==> src/rtl/core/b64sd_pkg.sv <==
// shared types, constants and character decode functions of the base64 stream decoder
package b64sd_pkg;

    // widths and limits
    localparam int CFG_W      = 13;
    localparam int COUNT_W    = 13;
    localparam int LIMIT_MAX  = 4096;
    localparam int MAX_RESET  = 256;
    localparam int FIFO_DEPTH = 4;
    localparam int FIFO_AW    = $clog2(FIFO_DEPTH);
    localparam int FIFO_CW    = $clog2(FIFO_DEPTH + 1);

    // character codes
    localparam logic [7:0] CH_NUL_CODE = 8'h00;
    localparam logic [7:0] CH_PAD      = 8'h3D;
    localparam logic [7:0] CH_SPACE    = 8'h20;
    localparam logic [7:0] CH_TAB      = 8'h09;
    localparam logic [7:0] CH_CR       = 8'h0D;
    localparam logic [7:0] CH_LF       = 8'h0A;
    localparam logic [7:0] CH_PLUS     = 8'h2B;
    localparam logic [7:0] CH_SLASH    = 8'h2F;
    localparam logic [7:0] CH_UPPER_A  = 8'h41;
    localparam logic [7:0] CH_UPPER_Z  = 8'h5A;
    localparam logic [7:0] CH_LOWER_A  = 8'h61;
    localparam logic [7:0] CH_LOWER_Z  = 8'h7A;
    localparam logic [7:0] CH_DIGIT_0  = 8'h30;
    localparam logic [7:0] CH_DIGIT_9  = 8'h39;

    // result kinds
    localparam logic KIND_DATA = 1'b0;
    localparam logic KIND_END  = 1'b1;

    typedef enum logic [1:0] {
        CLS_NUL,
        CLS_SKIP,
        CLS_ALPHA,
        CLS_BAD
    } t_char_class;

    typedef struct packed {
        logic [5:0]         leftover_bits;
        logic [2:0]         leftover_count;
        logic [COUNT_W-1:0] emitted_count;
        logic               error_seen;
        logic               stopped;
    } t_chunk_state;

    typedef struct packed {
        logic               kind;
        logic [7:0]         data_byte;
        logic [COUNT_W-1:0] byte_count;
        logic               bad_char;
        logic               run_last;
    } t_result;

    // class of one input character
    function automatic t_char_class char_class(input logic [7:0] ch);
        t_char_class cls;
        if (ch == CH_NUL_CODE) begin
            cls = CLS_NUL;
        end else if (ch inside {CH_PAD, CH_SPACE, CH_TAB, CH_CR, CH_LF}) begin
            cls = CLS_SKIP;
        end else if (ch inside {[CH_UPPER_A:CH_UPPER_Z], [CH_LOWER_A:CH_LOWER_Z],
                                [CH_DIGIT_0:CH_DIGIT_9], CH_PLUS, CH_SLASH}) begin
            cls = CLS_ALPHA;
        end else begin
            cls = CLS_BAD;
        end
        return cls;
    endfunction

    // 6-bit value of an alphabet character
    function automatic logic [5:0] sextet_of(input logic [7:0] ch);
        logic [7:0] diff;
        diff = 8'h00;
        if (ch inside {[CH_UPPER_A:CH_UPPER_Z]}) begin
            diff = ch - CH_UPPER_A;
        end else if (ch inside {[CH_LOWER_A:CH_LOWER_Z]}) begin
            diff = ch - CH_LOWER_A + 8'd26;
        end else if (ch inside {[CH_DIGIT_0:CH_DIGIT_9]}) begin
            diff = ch - CH_DIGIT_0 + 8'd52;
        end else if (ch == CH_PLUS) begin
            diff = 8'd62;
        end else if (ch == CH_SLASH) begin
            diff = 8'd63;
        end
        return diff[5:0];
    endfunction

endpackage

==> src/rtl/core/base64_stream_decoder.sv <==
// top level of the base64 stream decoder: input register, chunk state and result queue
// The decoder takes one base64 character request per clock while the result queue has room,
// and returns decoded bytes and one end-of-chunk summary per chunk. A request is registered
// in the input register, decoded from there and its results (none, one or two) are written to
// a four-entry result queue once the queue has room; the first result then shows on o_valid.
// Input is taken every cycle as long as the queue holds at most two results; the sustained
// rate is one request per clock while i_ready is high and each request yields at most one
// result, and one result per clock on the output side, so a chunk whose items each yield two
// results runs at the output rate. The byte limit i_cfg_data is written through its own
// channel, which is always ready, and must be written only while the decoder is idle.
module base64_stream_decoder (
    input  logic                                  i_clk,
    input  logic                                  i_rst_n,
    // configuration
    input  logic                                  i_cfg_valid,
    output logic                                  o_cfg_ready,
    input  logic [b64sd_pkg::CFG_W-1:0]           i_cfg_data,
    // character requests
    input  logic                                  i_valid,
    output logic                                  o_ready,
    input  logic                                  i_has_char,
    input  logic [7:0]                            i_char_code,
    input  logic                                  i_chunk_end,
    // results
    output logic                                  o_valid,
    input  logic                                  i_ready,
    output logic                                  o_kind,
    output logic [7:0]                            o_data_byte,
    output logic [b64sd_pkg::COUNT_W-1:0]         o_byte_count,
    output logic                                  o_bad_char,
    output logic                                  o_run_last
);

    logic [b64sd_pkg::CFG_W-1:0]     r_max_out_bytes;
    logic                            r_in_valid;
    logic                            r_has_char;
    logic [7:0]                      r_char_code;
    logic                            r_chunk_end;
    b64sd_pkg::t_chunk_state         r_state;
    b64sd_pkg::t_chunk_state         n_state;
    b64sd_pkg::t_result              res0;
    b64sd_pkg::t_result              res1;
    b64sd_pkg::t_result              out_res;
    logic [1:0]                      step_push;
    logic [1:0]                      push_cnt;
    logic [b64sd_pkg::FIFO_CW-1:0]   q_count;
    logic                            advance;
    logic                            in_take;
    logic [b64sd_pkg::COUNT_W-1:0]   limit;

    // configuration register
    assign o_cfg_ready = 1'b1;
    always_ff @(posedge i_clk) begin
        if (!i_rst_n) begin
            r_max_out_bytes <= b64sd_pkg::CFG_W'(b64sd_pkg::MAX_RESET);
        end else if (i_cfg_valid && o_cfg_ready) begin
            r_max_out_bytes <= i_cfg_data;
        end
    end

    // effective byte limit
    assign limit = (r_max_out_bytes > b64sd_pkg::CFG_W'(b64sd_pkg::LIMIT_MAX))
                 ? b64sd_pkg::COUNT_W'(b64sd_pkg::LIMIT_MAX)
                 : b64sd_pkg::COUNT_W'(r_max_out_bytes);

    // handshake on the input side
    assign advance = r_in_valid && (q_count <= b64sd_pkg::FIFO_CW'(b64sd_pkg::FIFO_DEPTH - 2));
    assign o_ready = !r_in_valid || advance;
    assign in_take = i_valid && o_ready;

    // input register
    always_ff @(posedge i_clk) begin
        if (!i_rst_n) begin
            r_in_valid <= 1'b0;
        end else if (in_take) begin
            r_in_valid <= 1'b1;
        end else if (advance) begin
            r_in_valid <= 1'b0;
        end
    end

    always_ff @(posedge i_clk) begin
        if (in_take) begin
            r_has_char  <= i_has_char;
            r_char_code <= i_char_code;
            r_chunk_end <= i_chunk_end;
        end
    end

    // decode step
    b64sd_step u_step (
        .i_state     (r_state),
        .i_limit     (limit),
        .i_has_char  (r_has_char),
        .i_char_code (r_char_code),
        .i_chunk_end (r_chunk_end),
        .o_state     (n_state),
        .o_res0      (res0),
        .o_res1      (res1),
        .o_push_cnt  (step_push)
    );

    // chunk state
    always_ff @(posedge i_clk) begin
        if (!i_rst_n) begin
            r_state <= '0;
        end else if (advance) begin
            r_state <= n_state;
        end
    end

    assign push_cnt = advance ? step_push : 2'd0;

    // result queue
    b64sd_out_fifo u_out_fifo (
        .i_clk      (i_clk),
        .i_rst_n    (i_rst_n),
        .i_push_cnt (push_cnt),
        .i_wr0      (res0),
        .i_wr1      (res1),
        .o_valid    (o_valid),
        .i_ready    (i_ready),
        .o_data     (out_res),
        .o_count    (q_count)
    );

    assign o_kind       = out_res.kind;
    assign o_data_byte  = out_res.data_byte;
    assign o_byte_count = out_res.byte_count;
    assign o_bad_char   = out_res.bad_char;
    assign o_run_last   = out_res.run_last;

    // emitted byte count never passes the limit ceiling
    a_count_bound: assert property (@(posedge i_clk) disable iff (!i_rst_n)
        r_state.emitted_count <= b64sd_pkg::COUNT_W'(b64sd_pkg::LIMIT_MAX))
        else $error("emitted count beyond limit");

    // a double push is always a data byte followed by the summary
    a_pair_order: assert property (@(posedge i_clk) disable iff (!i_rst_n)
        (push_cnt == 2'd2) |->
        (res0.kind == b64sd_pkg::KIND_DATA && res1.kind == b64sd_pkg::KIND_END))
        else $error("bad result ordering");

    // chunk state is cleared after a chunk end request is decoded
    a_chunk_clear: assert property (@(posedge i_clk) disable iff (!i_rst_n)
        (advance && r_chunk_end) |=> (r_state == '0))
        else $error("chunk state not cleared");

endmodule

==> src/rtl/core/b64sd_step.sv <==
// one decode step: next chunk state and up to two results for one character request
module b64sd_step (
    input  b64sd_pkg::t_chunk_state                i_state,
    input  logic [b64sd_pkg::COUNT_W-1:0]          i_limit,
    input  logic                                   i_has_char,
    input  logic [7:0]                             i_char_code,
    input  logic                                   i_chunk_end,
    output b64sd_pkg::t_chunk_state                o_state,
    output b64sd_pkg::t_result                     o_res0,
    output b64sd_pkg::t_result                     o_res1,
    output logic [1:0]                             o_push_cnt
);

    b64sd_pkg::t_char_class       cls;
    logic [5:0]                   sextet;
    logic [11:0]                  acc;
    logic [3:0]                   cnt;
    logic [3:0]                   cnt_left;
    logic                         active;
    logic                         byte_ready;
    logic                         emit;
    logic [7:0]                   byte_val;
    logic [11:0]                  left_mask;
    logic [b64sd_pkg::COUNT_W-1:0] emitted_next;
    b64sd_pkg::t_chunk_state      st;
    b64sd_pkg::t_result           data_res;
    b64sd_pkg::t_result           end_res;

    // character decode and accumulator
    always_comb begin
        cls          = b64sd_pkg::char_class(i_char_code);
        sextet       = b64sd_pkg::sextet_of(i_char_code);
        active       = i_has_char && !i_state.stopped && !i_state.error_seen;
        acc          = {i_state.leftover_bits, sextet};
        cnt          = {1'b0, i_state.leftover_count} + 4'd6;
        byte_ready   = (cnt >= 4'd8);
        cnt_left     = byte_ready ? (cnt - 4'd8) : cnt;
        byte_val     = 8'(acc >> cnt_left);
        left_mask    = (12'd1 << cnt_left) - 12'd1;
        emit         = active && (cls == b64sd_pkg::CLS_ALPHA) && byte_ready
                       && (i_state.emitted_count < i_limit);
        emitted_next = i_state.emitted_count + b64sd_pkg::COUNT_W'(1);
    end

    // state after the character
    always_comb begin
        st = i_state;
        if (active) begin
            case (cls)
                b64sd_pkg::CLS_NUL: begin
                    st.stopped = 1'b1;
                end
                b64sd_pkg::CLS_SKIP: begin
                    st = i_state;
                end
                b64sd_pkg::CLS_ALPHA: begin
                    st.leftover_bits  = 6'(acc & left_mask);
                    st.leftover_count = cnt_left[2:0];
                    if (emit) begin
                        st.emitted_count = emitted_next;
                    end
                end
                default: begin
                    st.error_seen = 1'b1;
                end
            endcase
        end
    end

    // result records
    always_comb begin
        data_res.kind       = b64sd_pkg::KIND_DATA;
        data_res.data_byte  = byte_val;
        data_res.byte_count = emitted_next;
        data_res.bad_char   = 1'b0;
        data_res.run_last   = !i_chunk_end;

        end_res.kind        = b64sd_pkg::KIND_END;
        end_res.data_byte   = 8'h00;
        end_res.byte_count  = st.emitted_count;
        end_res.bad_char    = st.error_seen;
        end_res.run_last    = 1'b1;
    end

    // ordering and chunk clear
    always_comb begin
        o_res0     = emit ? data_res : end_res;
        o_res1     = end_res;
        o_push_cnt = 2'({1'b0, emit} + {1'b0, i_chunk_end});
        o_state    = i_chunk_end ? '0 : st;
    end

endmodule

==> src/rtl/core/b64sd_out_fifo.sv <==
// result queue: takes up to two results a cycle, delivers one when i_ready is high
module b64sd_out_fifo (
    input  logic                              i_clk,
    input  logic                              i_rst_n,
    input  logic [1:0]                        i_push_cnt,
    input  b64sd_pkg::t_result                i_wr0,
    input  b64sd_pkg::t_result                i_wr1,
    output logic                              o_valid,
    input  logic                              i_ready,
    output b64sd_pkg::t_result                o_data,
    output logic [b64sd_pkg::FIFO_CW-1:0]     o_count
);

    b64sd_pkg::t_result                r_mem [b64sd_pkg::FIFO_DEPTH];
    logic [b64sd_pkg::FIFO_AW-1:0]     r_head;
    logic [b64sd_pkg::FIFO_AW-1:0]     r_tail;
    logic [b64sd_pkg::FIFO_CW-1:0]     r_count;
    logic [b64sd_pkg::FIFO_AW-1:0]     n_head;
    logic [b64sd_pkg::FIFO_AW-1:0]     n_tail;
    logic [b64sd_pkg::FIFO_CW-1:0]     n_count;
    logic                              pop;
    logic [b64sd_pkg::FIFO_AW-1:0]     tail_plus1;

    // pointer arithmetic
    always_comb begin
        pop        = (r_count != '0) && i_ready;
        tail_plus1 = r_tail + b64sd_pkg::FIFO_AW'(1);
        n_head     = r_head + b64sd_pkg::FIFO_AW'(pop);
        n_tail     = r_tail + b64sd_pkg::FIFO_AW'(i_push_cnt);
        n_count    = r_count + b64sd_pkg::FIFO_CW'(i_push_cnt) - b64sd_pkg::FIFO_CW'(pop);
    end

    // control registers
    always_ff @(posedge i_clk) begin
        if (!i_rst_n) begin
            r_head  <= '0;
            r_tail  <= '0;
            r_count <= '0;
        end else begin
            r_head  <= n_head;
            r_tail  <= n_tail;
            r_count <= n_count;
        end
    end

    // entry storage
    always_ff @(posedge i_clk) begin
        if (i_push_cnt != 2'd0) begin
            r_mem[r_tail] <= i_wr0;
        end
        if (i_push_cnt == 2'd2) begin
            r_mem[tail_plus1] <= i_wr1;
        end
    end

    assign o_valid = (r_count != '0);
    assign o_data  = r_mem[r_head];
    assign o_count = r_count;

    // no overflow of the queue
    a_no_overflow: assert property (@(posedge i_clk) disable iff (!i_rst_n)
        r_count <= b64sd_pkg::FIFO_CW'(b64sd_pkg::FIFO_DEPTH))
        else $error("result queue overflow");

    // a push never arrives when there is no room for it
    a_push_room: assert property (@(posedge i_clk) disable iff (!i_rst_n)
        (i_push_cnt != 2'd0) |->
        (r_count <= b64sd_pkg::FIFO_CW'(b64sd_pkg::FIFO_DEPTH - 2)))
        else $error("push into full result queue");

endmodule

==> config.mk <==
export PLATFORM = sky130hd
export DESIGN_NAME = base64_stream_decoder
export DESIGN_NICKNAME = d
export VERILOG_FILES = /design/src/rtl/core/b64sd_pkg.sv /design/src/rtl/core/base64_stream_decoder.sv /design/src/rtl/core/b64sd_step.sv /design/src/rtl/core/b64sd_out_fifo.sv
export SDC_FILE = /design/constraint.sdc
export NUM_CORES = 1
export LEC_CHECK = 0
export BUFFER_PORTS_ARGS = -buffer_cell sky130_fd_sc_hd__buf_2
export CAP_MARGIN = 10
export CORE_MARGIN = 3
export CORE_UTILIZATION = 44
export CTS_CLUSTER_DIAMETER = 150
export DETAILED_ROUTE_END_ITERATION = 10
export SYNTH_ARGS = -nofsm -noshare
export SYNTH_HDL_FRONTEND = slang
export SYNTH_SLANG_ARGS = --single-unit
==> constraint.sdc <==
create_clock -name i_clk -period 7.6 [get_ports i_clk]
set_clock_uncertainty 0.05 [all_clocks]
set_input_delay 0.76 -clock i_clk [delete_from_list [all_inputs] [get_ports i_clk]]
set_output_delay 0.76 -clock i_clk [all_outputs]
set_load 0.01 [all_outputs]
==> summary by stage, run 1 <==
Synth
The area share of xor/xnor cells in the synthesized design is between 2 and 2.5%. The adder and majority cell fraction of the synthesized area is approximately 5.6%. For this run, the leading register cell type out of synthesis is sky130_fd_sc_hd__dfxtp_1. The count of unique library cells instantiated by Yosys is 74. Sorting the synthesized cells by area gives the leading types as sky130_fd_sc_hd__edfxtp_1, sky130_fd_sc_hd__dfxtp_1, sky130_fd_sc_hd__mux4_2.

Summing the areas of all compound-gate instances in the mapped netlist gives 12.7% of the synthesized area. Summed over all instances, the cell type with the most area after synthesis is sky130_fd_sc_hd__edfxtp_1. Averaged over all synthesized cells, the footprint is approximately 11 um2. In this run, synthesis inferred 66 flip-flops with an integrated enable. The dominant combinational cell family by area after synthesis is simple AND/OR/NAND/NOR gates. The share of cell area taken by muxes after synthesis is 10.6%. Counting flops with an async set or reset pin after synthesis yields a share of 0%. The number of nets in the synthesized netlist is between 700 and 800. After synthesis the cells add up to roughly 7500 um2.

The area share of and/or/nand/nor cells after synthesis is approximately 16%. After synthesis the netlist holds a flip-flop and latch count of 150. The number of cells produced by synthesis is ~710. For this run, the number of Yosys warnings is 0. The synthesized design devotes to its leading area cell type 26.3% of total area. The share of the Yosys chip area taken by registers is between 40% and 50%.

Layout
Fill cells in the final layout number 1475. The share of the core filled with cells in the final layout is 51.1%. At the end of the flow, the number of nets in the layout was around 800.

The share of post-route cells with drive strength above 1 is roughly 17%. The area growth from synthesis to layout is 13.0%. The final cell count without fillers is around 980. In the layout the commonest cells are sky130_fd_sc_hd__nor2_1, sky130_fd_sc_hd__dfxtp_1, sky130_fd_sc_hd__edfxtp_1. The most common library cell in the layout ignoring fill and taps is sky130_fd_sc_hd__nor2_1. The number of antenna diodes in the final layout is 0.

Timing
For this run, the top clock speed supported by timing is between 0.15 and 0.2 GHz. The final count of pins violating max slew is 0. Dividing the final minimum period by the clock period gives 68.5%. The setup total negative slack is 0 ns. The routed design could run at a clock period as short as approximately 5.2 ns.

The final hold violation count is 0. Setup repair after global routing left no endpoint under its margin. The slew at the pin closest to its max-slew limit is 1.00 ns.

Headroom to the max-slew limit came out at 33.3%. The final setup violation count is 0.

Placed design
The half-perimeter wire length after placement is about 13 mm. Including well taps, the total number of placed cells is between 900 and 1000. The final weighted congestion in routability-driven placement is roughly 0.89. During placement, the flow inserted port buffers numbering between 50 and 60.

Critical path
The worst setup path is launched from a flop. The signal on the critical path passes through inv_1, ha_1, nor3b_1, nor3_1, o21ba_2, o211ai_4, or2_1, inv_4, ha_1, mux2i_1, nor2_1, nand2_1, inv_1, o21a_1. The worst setup path is captured at a flop. In this design, the stage delay of the slowest critical-path cell is between 0.6 and 0.7 ns. The slowest library cell on the worst path is sky130_fd_sc_hd__nand2_1. The worst-case reg-to-reg path depth is 14.

STA puts the critical path data required time at 7.86 ns. The maximum fanout along the worst path is 23. The setup path with the least slack is of type reg2reg. Data on the critical path arrives at its endpoint at about 5.5 ns.

Status
The flow ran to the end, and the final reports show no timing, DRC or antenna violations.

Clock network
The TritonCTS clock tree is built. Post-CTS repair changed the size of 0 cells. The library cell used as clock root buffer is sky130_fd_sc_hd__clkbuf_16.

The clock latency at the later pin of the worst-skew pair is between 0.4 and 0.5 ns. Clock-pin slew was measured on the worst setup and hold paths at 0.06 ns. The number of sinks handled by clock tree synthesis is 150.

Counting along the longest clock path gives a buffer depth of 2. Counting the buffers created by CTS gives 17. The buffer count from post-CTS setup fixing is 0. The number of levels in the clock H-tree is 4.

Hold repair after CTS inserted 0 buffers.

Global routing
The number of antenna violations at the first check in global routing is 0. The via count of the first global-routing pass came to between 5000 and 6000. The global router's overall resource usage is ~20%. The global-route wire length before repair is 28.9 mm. The maximum number of pins on one net before global-route repair is 30. Global routing finished with a remaining overflow of 0.

Floorplanning
The die area is between 15000 and 20000 um2. The die is around 140 um wide. 55 I/O pins were placed.

The die extent in y is 137 um. The total number of placement rows is between 40 and 50. The initial utilization of the core area, before any placement, comes to between 40% and 50%. The region available for standard cell placement spans between 15000 and 20000 um2.

Pwr
IR analysis of the VDD net gives a maximum drop of 0.159 mV. The areal power density over the cells is 247 nW/um2. The total power after layout is about 2.1 mW. The leakage power is 3.03 nW.

Drt
After detailed routing, the number of remaining DRC violations is 0. The detailed router placed 5482 vias in this run. Once detail routing completed, the nets flagged for antenna violations numbered 0. Wires add up to around 18 mm. The iteration count of the initial detailed-routing pass is 6.

Dividing the detail-routed wire length by the instance count gives between 15 and 20 um. The starting DRC count in detailed routing is between 400 and 500. Dividing the detail-routed via count by the number of cells gives 5.62.

Min path
The cell count of the worst hold path is 2. The classification of the worst-slack hold path is reg2reg.

Flow run
Across the run, the number of max-cap violations was 0.
## cells by family after synthesis
group,Yosys count
simple gates,260
flops,150
compound gates,126
buf+inv,71
mux,48
fa+ha+maj,33
xor+xnor,20
other cells,1
## cells in the mapped netlist (all sizes together) (6+ instances only)
| master | n |
|---|---|
| a21oi | 17 |
| a22o | 30 |
| a22oi | 7 |
| a31oi | 7 |
| and2 | 10 |
| buf | 9 |
| clkbuf | 33 |
| dfxtp | 84 |
| edfxtp | 66 |
| ha | 32 |
| inv | 29 |
| mux2i | 20 |
| mux4 | 25 |
| nand2 | 53 |
| nand3 | 22 |
| nand4b | 7 |
| nor2 | 105 |
| nor2b | 7 |
| nor3 | 17 |
| nor4 | 9 |
| o211ai | 6 |
| o21ai | 15 |
| o22ai | 6 |
| xnor2 | 17 |
## critical path, delay by kind of cell (launching register included)
family,cells,cell delay (ns)
AOI/OAI and AO/OA,3,0.96
muxes,1,0.26
buffers and inverters,3,0.86
adders and majority gates,2,0.80
and+or+nand+nor,5,1.60
DFF,1,0.56
## registers in the layout (all words and copies together) (netlist names)
register            cells
u_out_fifo.r_tail       2
u_out_fifo.o_count      3
r_char_code             8
r_chunk_end             1
r_max_out_bytes        13
r_has_char              1
r_in_valid              1
u_out_fifo.r_mem       96
r_state                23
u_out_fifo.r_head       2
## per-stage QoR
| step | worst slack (ns) | area (um2) | hold slack, ns |
|---|---|---|---|
| floorplan | 3.72 | 7530 | 0.370 |
| global placement | 2.56 | 7930 | 0.382 |
| detailed placement | 2.42 | 7930 | 0.388 |
| CTS | 2.37 | 8510 | 0.403 |
| global route | 1.91 | 8510 | 0.432 |
| finish | 2.39 | 8510 | 0.399 |
## metal layers
| layer | part of all wire (%) | up-vias | global-route usage, % |
|---|---|---|---|
| met5 | 0 | - | 0 |
| li1 | - | 2673 | - |
| met2 | 47 | 162 | 31.8 |
| met3 | 4.4 | 22 | 3.71 |
| met4 | 1.5 | 0 | 6.32 |
| met1 | 47 | 2625 | 26.9 |
## path summary, 6_finish.rpt
path	slack [ns]	from	to
setup reg to reg	2.39	r_char_code[2]$_DFFE_PP_	u_out_fifo.r_mem[3][23]$_SDFFE_PP1N_
hold reg to reg	0.40	u_out_fifo.r_mem[2][19]$_SDFFE_PP0N_	u_out_fifo.r_mem[2][19]$_SDFFE_PP0N_
hold / removal	0.40	u_out_fifo.r_mem[2][19]$_SDFFE_PP0N_	u_out_fifo.r_mem[2][19]$_SDFFE_PP0N_
setup / recovery	2.39	r_char_code[2]$_DFFE_PP_	u_out_fifo.r_mem[3][23]$_SDFFE_PP1N_
## layout make-up
class | instances | area (um2) | share of cell area (%)
Inverter | 29 | 111 | 1.31
Sequential cell | 150 | 3660 | 43.1
Tap cell | 220 | 275 | 3.24
Clock buffer | 18 | 439 | 5.16
Multi-Input combinational cell | 488 | 3580 | 42.1
Timing Repair Buffer | 57 | 295 | 3.47
Clock inverter | 14 | 140 | 1.65
## power breakdown
| group | internal, mW | switching, mW | leakage (nW) |
|---|---|---|---|
| Combinational | 0.164 | 0.165 | 1.46 |
| Sequential | 0.880 | 0.0635 | 1.29 |
| Clock | 0.468 | 0.361 | 0.274 |
| Total | 1.51 | 0.590 | 3.03 |
(Power assumes the default switching activity.)
==> run 2, diff against run 1 <==
ABC_AREA = 1   (was default)
clock period = 5.2 ns   (was 7.6 ns; I/O delays follow)
==> run 2 against run 1 <==
Sequential share of layout area is 2.2 points lower. Non-clock buffer count grew 5. Combinational power increased by 140%. Highest routed layer unchanged. Final area increased by 5.3%. Via count up 21%. Critical path type unchanged. Largest power group unchanged. Global-route usage rose by 0.088 points. Hold slack worse by 0.18 ns. Die area up 5.9%.
==> summary by stage, run 2 <==
Layout
The final design area excluding fillers is approximately 9000 um2. The net count of the finished layout is 1100. Compared with the post-synthesis result, the final layout area differs by 12.1%. The register name with the most flops is u_out_fifo.r_mem. Leaving out fill and tap cells, the most frequent cells in the layout are sky130_fd_sc_hd__nand2_1, sky130_fd_sc_hd__nor2_1, sky130_fd_sc_hd__dfxtp_1. The share of post-route cells with drive strength above 1 is 13.7%. The largest registers in the layout are u_out_fifo.r_mem (96), r_state (23), r_max_out_bytes (13). Leaving out fill and tap cells, the most frequent cell in the layout is sky130_fd_sc_hd__nand2_1.

Once layout is complete, the utilization of the core stands at between 50% and 60%. The final cell count without fillers is 1277. The layout has about 1700 filler cells. The flip-flop count of the largest register after layout is 96. The number of antenna diodes is 0.

Synth
The average cell area after synthesis is 7.97 um2. Yosys mapped a number of flops with a built-in enable equal to 66. The number of nets in the synthesized netlist is 1064.

Summing every instance area after synthesis gives 7990 um2. The portion of synthesized cell area occupied by the leading cell type is 24.8%. Ranked by total cell area, the synthesized netlist is headed by sky130_fd_sc_hd__edfxtp_1, sky130_fd_sc_hd__dfxtp_1, sky130_fd_sc_hd__nand2_1. The number of cells produced by synthesis is around 1000. The sequential element share of the synthesized area is between 40% and 50%. The count of unique library cells instantiated by Yosys is 46. The Yosys step of the flow raised 0 warnings. The synthesis-stage register bit count is 150. The most common cell in the synthesized netlist is sky130_fd_sc_hd__nand2_1. The commonest cells after synthesis are sky130_fd_sc_hd__nand2_1, sky130_fd_sc_hd__nor2_1, sky130_fd_sc_hd__dfxtp_1. The largest area contributor in the netlist is sky130_fd_sc_hd__edfxtp_1. In the synthesized netlist the dominant register cell turns out to be sky130_fd_sc_hd__dfxtp_1. After synthesis, the share of flip-flops with an asynchronous set or reset is 0%.

Clock network
The clock tree synthesis step divided the H-tree into 4 levels. Clock-pin slew was measured on the worst setup and hold paths at approximately 0.060 ns. The clock tree buffer depth is 2. The number of clock buffers inserted by TritonCTS is 17. The number of buffers added to fix hold violations after cts is 0. Clock tree synthesis selected as its root buffer the cell sky130_fd_sc_hd__clkbuf_16. The number of sinks handled by clock tree synthesis is 150. Once the clock tree was built, the setup fixing pass inserted 0 buffers. TritonCTS built the clock tree. The clock reaches the later pin of the worst-skew pair after roughly 0.43 ns.

The number of gates given a new drive strength after cts is 0.

Floorplanning
The initial core utilization is between 40% and 50%. Row generation in the floorplan step produced 48 rows. The number of primary I/O pins is between 50 and 60. Measured along the y axis, the die boundary spans 141 um. The floorplan step defined a core boundary enclosing about 18000 um2.

The die area is just under 20000 um2. The floorplan step set the die width to about 140 um.

Critical path
The setup check on the worst reg-to-reg path leaves a slack of between 1 and 1.5 ns. STA puts the critical path data arrival time at 4.44 ns. The critical path startpoint category is a flop. Counting cells, the worst reg-to-reg path comes to 22. The maximum fanout along the worst path is 21. The required time of the critical path is ~5.5 ns. The critical path class is reg2reg. The endpoint of the worst setup timing path is u_out_fifo.r_mem[1][21]$_SDFFE_PP0N_. The end of the worst register-to-register path is u_out_fifo.r_mem[1][21]$_SDFFE_PP0N_.

The kind of capture point of the worst setup path is a flop. In this run the critical register-to-register path is launched from r_max_out_bytes[6]$_SDFFE_PN0P_. The timing startpoint of the critical path is r_max_out_bytes[6]$_SDFFE_PN0P_.

Flow run
Across the run, the number of max-cap violations was 0.

Timing
The final count of pins violating max slew came to 0. The top achievable clock speed is between 0.2 and 0.25 GHz. The minimum setup slack in the final design is 1.03 ns. In the finished design, the share of the clock period the worst path needs comes to around four fifths.

Headroom to the max-slew limit came out at 44.4%. The setup total negative slack is 0 ns. After layout, the minimum clock period comes to around 4.2 ns. The final hold violation count is 0. The final setup violation count is 0. Setup repair after global routing left no endpoint under its margin. At the pin with the least slew margin, the transition time is roughly 0.83 ns.

Pwr
For this design the static power due to leakage is 3.63 nW. IR analysis of the VDD net gives a maximum drop of 0.255 mV. The areal power density over the cells is between 300 and 400 nW/um2.

Drt
For this block, the via count after detailed routing is 6613. The total length of routed wires is 18.8 mm. The number of vias per cell is approximately 5.2.

Once detail routing completed, the nets flagged for antenna violations numbered 0. Dividing the detail-routed wire length by the instance count gives about 15 um. The iteration count of the initial detailed-routing pass is 6. In this run, the number of DRC markers left after iteration 0 of detailed routing was roughly 580. The post-detailed-route DRC marker count is 0.

Placed design
The placed instances occupy a cell area of roughly 8400 um2. The worst setup slack before clock tree synthesis is 1.03 ns. The half-perimeter wire length after placement is ~13 mm. The number of buffers added on ports is 53. The number of placed instances, taps included is roughly 1200. The final weighted congestion in routability-driven placement is between 0.8 and 0.9.

Global routing
The global router's overall resource usage is ~20%. The via count of the first global-routing pass was between 6000 and 7000. The global-route wire length before repair is 31.7 mm. The number of antenna violations at the first check in global routing came to 0. The maximum number of pins on one net before global-route repair is 50. The residual overflow from global routing is 0.

Min path
The hold path startpoint is i_char_code[3]. The classification of the worst-slack hold path is in2reg.

Status
The flow ran to the end, and the final reports show no timing, DRC or antenna violations.
[run 2: logic make-up after synthesis]
group / count (synthesis) / share of synthesized area, %
AOI/OAI and AO/OA: 181 / 12.9
xor gates and xnor gates: 18 / 1.97
adders and majority gates: 33 / 5.26
buffers and inverters: 141 / 7.34
DFF: 150 / 45.9
other: 1 / 0.0469
and+or+nand+nor: 479 / 26.7
[run 2: critical path, stage by stage, from the launching register on]
cell and delay, ns:
sky130_fd_sc_hd__dfxtp_1 0.32, sky130_fd_sc_hd__nor2_1 0.10, sky130_fd_sc_hd__nand2_1 0.05, sky130_fd_sc_hd__nor2_1 0.11, sky130_fd_sc_hd__nand2_1 0.05, sky130_fd_sc_hd__nand2_1 0.24
sky130_fd_sc_hd__nand2_1 0.09, sky130_fd_sc_hd__ha_1 0.30, sky130_fd_sc_hd__inv_1 0.05, sky130_fd_sc_hd__o31a_1 0.28, sky130_fd_sc_hd__nand2_1 0.09, sky130_fd_sc_hd__nand2_1 0.06
sky130_fd_sc_hd__nand2_1 0.37, sky130_fd_sc_hd__nor2_4 0.09, sky130_fd_sc_hd__ha_1 0.32, sky130_fd_sc_hd__inv_1 0.07, sky130_fd_sc_hd__nor2_4 0.16, sky130_fd_sc_hd__nor2_4 0.09
sky130_fd_sc_hd__nor3_4 0.36, sky130_fd_sc_hd__inv_2 0.08, sky130_fd_sc_hd__nand2_2 0.21, sky130_fd_sc_hd__inv_2 0.22, sky130_fd_sc_hd__a22o_1 0.29
[run 2: metal layers]
layer,track usage (%),up-vias,wire (um)
li1,-,3434,-
met1,29.9,2973,9560
met2,28.7,181,7960
met3,3.46,25,1020
met4,6.27,0,296
met5,0,-,0
[run 2: worst min-delay path by stage]
stage	slack, ns	endpoint	cells past startpoint
CTS	0.20	r_char_code[5]$_DFFE_PP_	1
finish	0.22	r_char_code[3]$_DFFE_PP_	1
global route	0.20	r_char_code[5]$_DFFE_PP_	1
floorplan	0.37	u_out_fifo.r_mem[1][17]$_SDFFE_PP0N_	2
detailed placement	0.39	u_out_fifo.r_mem[2][20]$_SDFFE_PP0N_	2
global placement	0.39	u_out_fifo.r_mem[2][20]$_SDFFE_PP0N_	2
[run 2: final cells by class]
type / instances / area (um2) / area share, %
multi-input cells: 712 / 3740 / 41.7
clock buffers: 19 / 433 / 4.83
repair buffers: 62 / 333 / 3.71
flip-flops and latches: 150 / 3660 / 40.9
well taps: 225 / 282 / 3.14
clock inverters: 13 / 149 / 1.66
inverters: 96 / 360 / 4.02
[run 2: power breakdown]
part | switching [mW] | internal [mW] | leakage (nW)
logic | 0.522 | 0.256 | 2.07
registers | 0.0520 | 1.29 | 1.28
clock network | 0.509 | 0.713 | 0.277
total | 1.08 | 2.26 | 3.63
[run 2: through the flow]
| step | total power, mW | hold slack [ns] |
|---|---|---|
| floorplan | 1.89 | 0.371 |
| global placement | 2.15 | 0.385 |
| detailed placement | 2.15 | 0.386 |
| CTS | 3.37 | 0.198 |
| global route | 3.52 | 0.202 |
| finish | 3.34 | 0.216 |
==> run 3, diff against run 2 <==
clock period = 4.1 ns   (was 5.2 ns; I/O delays follow)
==> run 3 against run 2 <==
Sequential power rose by 27%. Wire length increased by 0.74%. Combinational power grew 28%. First-iteration DRC count shrank 19%. Clock power rose by 25%. Core utilization grew 0.35 points. Final area is 0.68% higher. Final cell count rose by 0.63%. Non-clock buffer count increased by 8. Largest power group unchanged.
==> summary by stage, run 3 (same netlist as run 2, synthesis figures left out) <==
Pwr
The leakage power is between 3 and 4 nW. Of the total power, the share spent switching nets is 31.9%. Power spread over the standard cell area amounts to between 400 and 500 nW/um2. Combinational logic is responsible for 23.5% of the overall power. The worst-case vdd ir drop is 0.300 mV. The internal power of the cells totals ~2.9 mW. The clock network burns roughly 36% of the power. The switching power summed over all nets is 1.35 mW. Registers are responsible for 40.3% of the overall power.

Layout
The share of post-route cells with drive strength above 1 is ~15%. In the final layout, the multi-input gates occupy roughly 3700 um2. Leaving out fill and tap cells, the most frequent cell in the layout is sky130_fd_sc_hd__nand2_1.

The number of filler instances in the final layout is 1696. The top cell types in the final layout, fill and taps aside, are sky130_fd_sc_hd__nand2_1, sky130_fd_sc_hd__nor2_1, sky130_fd_sc_hd__dfxtp_1. The largest registers in the layout are u_out_fifo.r_mem (96), r_state (23), r_max_out_bytes (13). The number of antenna diodes is 0.

From synthesis to final layout, the design area changed by 12.9%. The final cell count without fillers is about 1300. The number of nets in the layout is about 1100. The register with the most flip-flops in the layout has 96 of them. The sequential cell area is roughly 3700 um2. The register name with the most flops is u_out_fifo.r_mem.

Critical path
The timing startpoint of the critical path is r_max_out_bytes[5]$_SDFFE_PN0P_. The startpoint identified for the worst register-to-register timing path is r_max_out_bytes[5]$_SDFFE_PN0P_. The kind of capture point of the worst setup path is a flop. The worst setup path is of the reg2reg kind. The worst setup path is launched from a flop. The worst-case reg-to-reg path depth is 25. Setup slack on the worst reg-to-reg path comes out at 0.47 ns. For the worst setup path, the data arrival time is between 3 and 4 ns. The required time of the critical path is about 4.4 ns. Along the worst path, the maximum fanout reaches 21.

In this run the critical register-to-register path is captured at u_out_fifo.r_mem[2][21]$_SDFFE_PP0N_.

Global routing
The total overflow left after global routing is 0. The via count of the first global-routing pass is 6308. Across every metal layer, demand over resource in global routing totals between 10% and 20%.

The first global-routing pass estimated between 30 and 40 mm of wire. The number of antenna violations at the first check in global routing came to 0. Entering global routing, the biggest net connects 50 pins.

Timing
The final hold violation count was 0. Setup repair after global routing left no endpoint under its margin. At the pin with the least slew margin, the transition time is 0.947 ns. The setup total negative slack is 0 ns. The shortest period the worst path allows is 3.63 ns. The final count of pins violating max slew is 0.

The headroom to the max-slew limit is 36.6%. In the finished design, the share of the clock period the worst path needs comes to between 80% and 90%. Setup violations remaining at the end of the flow were counted as 0.

Derived from the worst setup path, the maximum achievable clock frequency is roughly 0.28 GHz.

Min path
The path class of the tightest hold or removal check is in2reg. The hold path startpoint is i_has_char. The cell count of the worst hold path is 1. The worst hold path terminates at r_has_char$_DFFE_PP_.

Clock network
The clock-pin slew of the registers on the worst-case setup and hold paths is about 0.06 ns. The number of sinks handled by clock tree synthesis is 150. The clock tree buffer depth is 2. The number of clock buffers added by TritonCTS is 17.

The root buffer cell chosen for the clock tree is sky130_fd_sc_hd__clkbuf_16. The clock latency at the later pin of the worst-skew pair is between 0.4 and 0.5 ns. The number of levels in the clock H-tree is 4. TritonCTS built the clock tree.

For this design, the CTS-stage hold fixing added 0 buffers.

Floorplanning
The initial core utilization is 45.6%. The number of primary I/O pins is 55. The die is between 100 and 150 um wide. The core region is 17500 um2. The total number of placement rows is 48. From bottom edge to top edge, the die measures 141 um. The floorplan step defined a die boundary enclosing approximately 20000 um2.

Drt
The detailed router finished its first iteration with approximately 470 violations. The iteration count of the initial detailed-routing pass is 5. The final layout contains routed wiring with a total length of between 15 and 20 mm. The post-detailed-route DRC marker count is 0. Dividing the detail-routed wire length by the instance count gives ~15 um. Dividing the detail-routed via count by the number of cells gives 5.15.

The number of vias after detailed routing is ~6600. The number of nets with antenna violations after routing is 0.

Placed design
The final weighted congestion in routability-driven placement is around 0.87. Input and output buffers added on the ports amount to 53. The number of placed instances, taps included is about 1200. Summed over all nets, the half-perimeter wirelength after detailed placement is between 10 and 15 mm.

Status
The run finished with clean final reports.

Flow run
The count of maximum capacitance violations is 0.
==> run 3: layer usage <==
layer	GRT usage [%]	share of wire, %	up-vias
met3	4.55	4.7	10
met5	0	0	-
met4	4.44	0.82	0
met1	29.3	51	3017
li1	-	-	3446
met2	30.2	44	142
==> run 3: worst max-delay path by stage <==
stage	endpoint	slack, ns	cells past startpoint
4_1_cts	u_out_fifo.r_mem[0][22]$_SDFFE_PP0P_	0.31	22
6_report	u_out_fifo.r_mem[2][21]$_SDFFE_PP0N_	0.47	25
2_1_floorplan	u_out_fifo.r_mem[0][10]$_DFFE_PP_	0.27	25
3_3_place_gp	u_out_fifo.r_mem[1][21]$_SDFFE_PP0N_	0.40	22
3_5_place_dp	u_out_fifo.r_mem[1][21]$_SDFFE_PP0N_	0.34	22
5_1_grt	u_out_fifo.r_mem[2][21]$_SDFFE_PP0N_	0.02	25
==> run 3: worst max-delay path: stages, from the launching register on <==
cell                      delay [ns]
sky130_fd_sc_hd__dfxtp_1        0.33
sky130_fd_sc_hd__nor2_1         0.10
sky130_fd_sc_hd__nand2_1        0.05
sky130_fd_sc_hd__nor2_1         0.11
sky130_fd_sc_hd__nand2_1        0.07
sky130_fd_sc_hd__nand2_2        0.15
sky130_fd_sc_hd__nand2_1        0.09
sky130_fd_sc_hd__ha_1           0.29
sky130_fd_sc_hd__a21oi_1        0.13
sky130_fd_sc_hd__o21ai_0        0.09
sky130_fd_sc_hd__nand2_1        0.06
sky130_fd_sc_hd__nand3_1        0.08
sky130_fd_sc_hd__inv_1          0.07
sky130_fd_sc_hd__nand2_1        0.09
sky130_fd_sc_hd__nor2_4         0.15
sky130_fd_sc_hd__ha_1           0.16
sky130_fd_sc_hd__inv_1          0.06
sky130_fd_sc_hd__nor2_4         0.16
sky130_fd_sc_hd__inv_2          0.07
sky130_fd_sc_hd__nor2_2         0.11
sky130_fd_sc_hd__inv_2          0.06
sky130_fd_sc_hd__nor3_1         0.20
sky130_fd_sc_hd__inv_1          0.08
sky130_fd_sc_hd__nand2_2        0.18
sky130_fd_sc_hd__inv_2          0.23
sky130_fd_sc_hd__a22o_1         0.30
==> run 3: power groups by stage <==
stage | Clock (mW) | Combinational (mW) | Sequential, mW
6_report | 1.53 | 0.992 | 1.70
5_1_grt | 1.63 | 1.14 | 1.71
4_1_cts | 1.56 | 0.996 | 1.70
3_5_place_dp | 0 | 0.992 | 1.74
3_3_place_gp | 0 | 0.981 | 1.73
2_1_floorplan | 0 | 0.684 | 1.71
==> run 3: final cells by class <==
type                            instances  area share, %
Clock inverter                          9          0.999
Inverter                               96           3.99
Sequential cell                       150           40.6
Clock buffer                           23           5.44
Tap cell                              225           3.12
Timing Repair Buffer                   70           4.36
Multi-Input combinational cell        712           41.5
==> run 3: through the flow <==
step / util (%) / hold WS, ns / power, mW / instance area [um2] / worst slack (ns)
6_report: 51.4 / 0.118 / 4.23 / 9020 / 0.471
4_1_cts: 51.3 / 0.101 / 4.26 / 8990 / 0.314
5_1_grt: 51.4 / 0.0923 / 4.48 / 9020 / 0.0212
3_5_place_dp: 47.9 / 0.386 / 2.73 / 8410 / 0.337
2_1_floorplan: - / 0.371 / 2.40 / 7990 / 0.270
3_3_place_gp: 47.9 / 0.384 / 2.72 / 8410 / 0.402
==> run 3: timing repair <==
item	CTS	global route
resized for setup	0	1
endpoints found under the hold margin	0	0
setup buffers	0	4
setup endpoints to repair	0	87
